## src/hdl/aes_ram.sv

```systemverilog
`default_nettype none
module aes_ram #(
  parameter int unsigned Width = 64,
  parameter int unsigned Depth = 22,
  parameter int unsigned Aw = 5
) (
  input  wire logic             clk,
  input  wire logic             we,
  input  wire logic [Aw-1:0]    waddr,
  input  wire logic [Width-1:0] wdata,
  input  wire logic [Aw-1:0]    raddr,
  output logic      [Width-1:0] rdata
);
  logic [Width-1:0] mem [Depth];

  always_ff @(posedge clk) begin
    if (we) mem[waddr] <= wdata;
    rdata <= mem[raddr];
  end
endmodule
`default_nettype wire

```

## config.mk

```make
export PLATFORM = sky130hd
export DESIGN_NAME = aes_ram
export DESIGN_NICKNAME = d
export VERILOG_FILES = /design/src/hdl/aes_ram.sv
export SDC_FILE = /design/constraint.sdc
export NUM_CORES = 1
export LEC_CHECK = 0
export BUFFER_PORTS_ARGS = -buffer_cell sky130_fd_sc_hd__buf_2
export CORE_ASPECT_RATIO = 1.1
export CORE_UTILIZATION = 25
export DETAILED_ROUTE_END_ITERATION = 10
export GPL_ROUTABILITY_DRIVEN = 1
export PLACE_DENSITY = 0.43
export SLEW_MARGIN = 15
export SYNTH_ARGS = -nofsm -noshare
export SYNTH_HDL_FRONTEND = slang
export SYNTH_SLANG_ARGS = --single-unit
```

## constraint.sdc

```tcl
create_clock -name clk -period 4.9 [get_ports clk]
set_input_delay 1.225 -clock clk [delete_from_list [all_inputs] [get_ports clk]]
set_output_delay 1.225 -clock clk [all_outputs]
set_load 0.01 [all_outputs]
```

==> reports/qor.txt <==
CTS tree = yes
initial antenna violation count = 31
First-pass DRT Iterations = 8
Max transition margin = 44.1%
final setup vio count = 0
CTS root buf = clkbuf_16
net count after synthesis = 2827
cts bufs inserted = 150
crit end category = flop
# rows = 180
Power Density = 407 mW/mm²
largest cells by area after synthesis = edfxtp_1, mux2i_1, mux4_2
DR iter-0 viols = 1755
Mapped Area = 0.0553 mm²
GR Overflow Total = 0
maximum vdd ir drop = 0.330 mV
post-synthesis mux area share = 13.3%
register bit total from synthesis = 1472
P_leak = 21.0 nW
sequential fraction of the synthesis area = 78.7%
Pwr Total = 26.4 mW
post-synthesis simple-gate area fraction = 2.74%
RSZ-0062 raised after global routing = no
die area = 0.223 mm²
largest fanout on the critical path = 43
final hold slack = 656 ps
crit path time final = 2800 ps
Post-DP HPWL = 73800 µm
DRC = 20
Critical Setup Path Class = in -> reg
Vias = 26395
# resized after CTS = 0
main combinational cell family by area after synthesis = multiplexers
CTS Hold Buffers Added = 0
crit share post-route = 57.2%
Post-CTS Setup Bufs = 0
routed wire length = 149000 µm
die height = 495 µm
layout cell share with drive strength beyond 1 = 19.1%
fill cell count = 21532
Hold Vio Cnt, Final = 0
largest net degree at the start of global routing = 65
Logic pwr share = 4.5%
Synth Instances = 2751
port bufs = 139
starting density of the core = 25.2%
CORE AREA = 0.219 mm²
Yosys top cell area share = 76.4%
Clock power frac = 42.2%
first-pass GRT wire length = 211000 µm
worst setup margin = 2100 ps
htree depth = 4
skew final = 24.0 ps
DRT antenna net count = 0
Synth Area in Adders = 0%
num ports = 140
Slew @ Worst Pin = 836 ps
Worst EP required = 5540 ps
Clock Sinks = 1472
failing checks = DRC
GP Congestion = 0.683
post-synthesis compound-gate area fraction = 3.47%
Sw Pwr = 5.59 mW
Seq pwr share = 53.2%
Hold WC Path Type = reg -> reg
vias in the first global route = 27757
chip width = 451 µm
Place WS = 1280 ps
Int Pwr = 20.8 mW
Reg clk slew, reported paths = 60 ps
# nets final = 3056
Sw Ratio = 21.2%
Syn Area/Cell = 20.1 µm²
Max Transition Viols Final = 0
Startpoint Class = input pin
Synth area leader = edfxtp_1
gr usage total = 13.3%
post-synth cell types = 28
yosys warns = 0
Clk Latency, worst-skew pair = 780 ps
maxcap violations = 0
Area growth syn-to-layout = 17.2%
Max clock buf depth = 3
Vias/cell = 4.39
XOR/XNOR share of the synthesized area = 0%
status = complete, but fails checks
critical path arrival = 3440 ps
Highest Clock Rate = 0.357 GHz
wire per inst = 24.8 µm
-- sequential cells by signal (all words and copies together) (netlist names) --
register	cells
mem	1408
rdata	64
-- per-layer routing --
metal / GRT usage [%] / share of wire (%) / up-vias
met5: 0 / 0.083 / -
met4: 4.18 / 2.4 / 20
met3: 2.56 / 4.1 / 216
met2: 23.5 / 51 / 439
met1: 16.3 / 42 / 14048
li1: - / - / 11672
-- stage by stage --
| step | TNS, ps | cells | utilization, % | instance area [µm²] |
|---|---|---|---|---|
| 2_1_floorplan | -44540 | 2751 | - | 55300 |
| 3_3_place_gp | 0 | 5740 | 27.4 | 60100 |
| 3_5_place_dp | 0 | 5740 | 27.4 | 60100 |
| 4_1_cts | 0 | 6006 | 29.6 | 64800 |
| 5_1_grt | 0 | 6011 | 29.6 | 64800 |
| 6_report | 0 | 6017 | 29.6 | 64900 |
-- kinds of logic (layout without fill, tap and decap cells) --
kind of cell    after synthesis  after routing
buf+inv                     149            492
compound gates              256            256
mux                         576            576
flops                      1472           1472
simple gates                298            298
other cells                   0             11
-- critical path: stages --
cell and delay (ps):
buf_8 450, buf_4 420, mux4_2 530, nor2b_1 140
a211oi_1 580, nor2_1 70
-- path summary, 6_finish.rpt --
| check | cells past startpoint | from | slack (ps) | end |
|---|---|---|---|---|
| min | 4 | mem[16][55] | 660 | rdata[55] |
| max | 6 | raddr[0] | 2100 | rdata[28] |
| min reg2reg | 4 | mem[16][55] | 660 | rdata[55] |
| max reg2reg | 4 | mem[6][28] | 3160 | rdata[28] |
-- cell type report --
class	instances	area, µm²	share of cell area (%)
multi-input combinational	1130	11000	17.0
timing repair buffer	226	1910	2.95
antenna	11	27.5	0.0424
sequential	1472	43600	67.2
clock inverter	68	617	0.951
clock buffer	198	4090	6.30
tap	2912	3640	5.62
-- power by group through the flow --
stage | Clock, mW | Combinational, mW | Sequential (mW)
4_1_cts | 11.5 | 1.24 | 14.1
3_5_place_dp | 0 | 1.24 | 14.3
2_1_floorplan | 0 | 0.638 | 14.3
3_3_place_gp | 0 | 1.23 | 14.3
6_report | 11.2 | 1.20 | 14.1
5_1_grt | 11.9 | 1.31 | 14.1
-- placed cells by master (no fill, tap or decap), types with 36 or more instances in the layout --
cell,count
edfxtp_1,1408
mux2i_1,448
a22oi_1,192
clkbuf_16,153
buf_2,136
mux4_2,128
nand2_1,66
nor2_1,66
nand4_1,64
nor2b_1,64
a211oi_1,64
dfxtp_1,64
buf_4,44
buf_12,43
clkbuf_1,36
-- synthesized netlist by cell type --
cell	instances
a211oi_1	64
a22oi_1	192
and2_1	1
and3b_1	1
buf_1	11
buf_2	21
buf_4	23
buf_6	38
clkbuf_1	53
clkbuf_2	1
clkbuf_4	2
dfxtp_1	64
edfxtp_1	1408
mux2i_1	448
mux4_2	128
nand2_1	66
nand2b_1	1
nand3_1	1
nand3b_1	4
nand4_1	64
nor2_1	88
nor2b_1	64
nor3b_1	1
nor4_4	1
nor4b_1	2
nor4bb_1	1
or3_1	1
or3b_2	2
(Power assumes the default switching activity.)
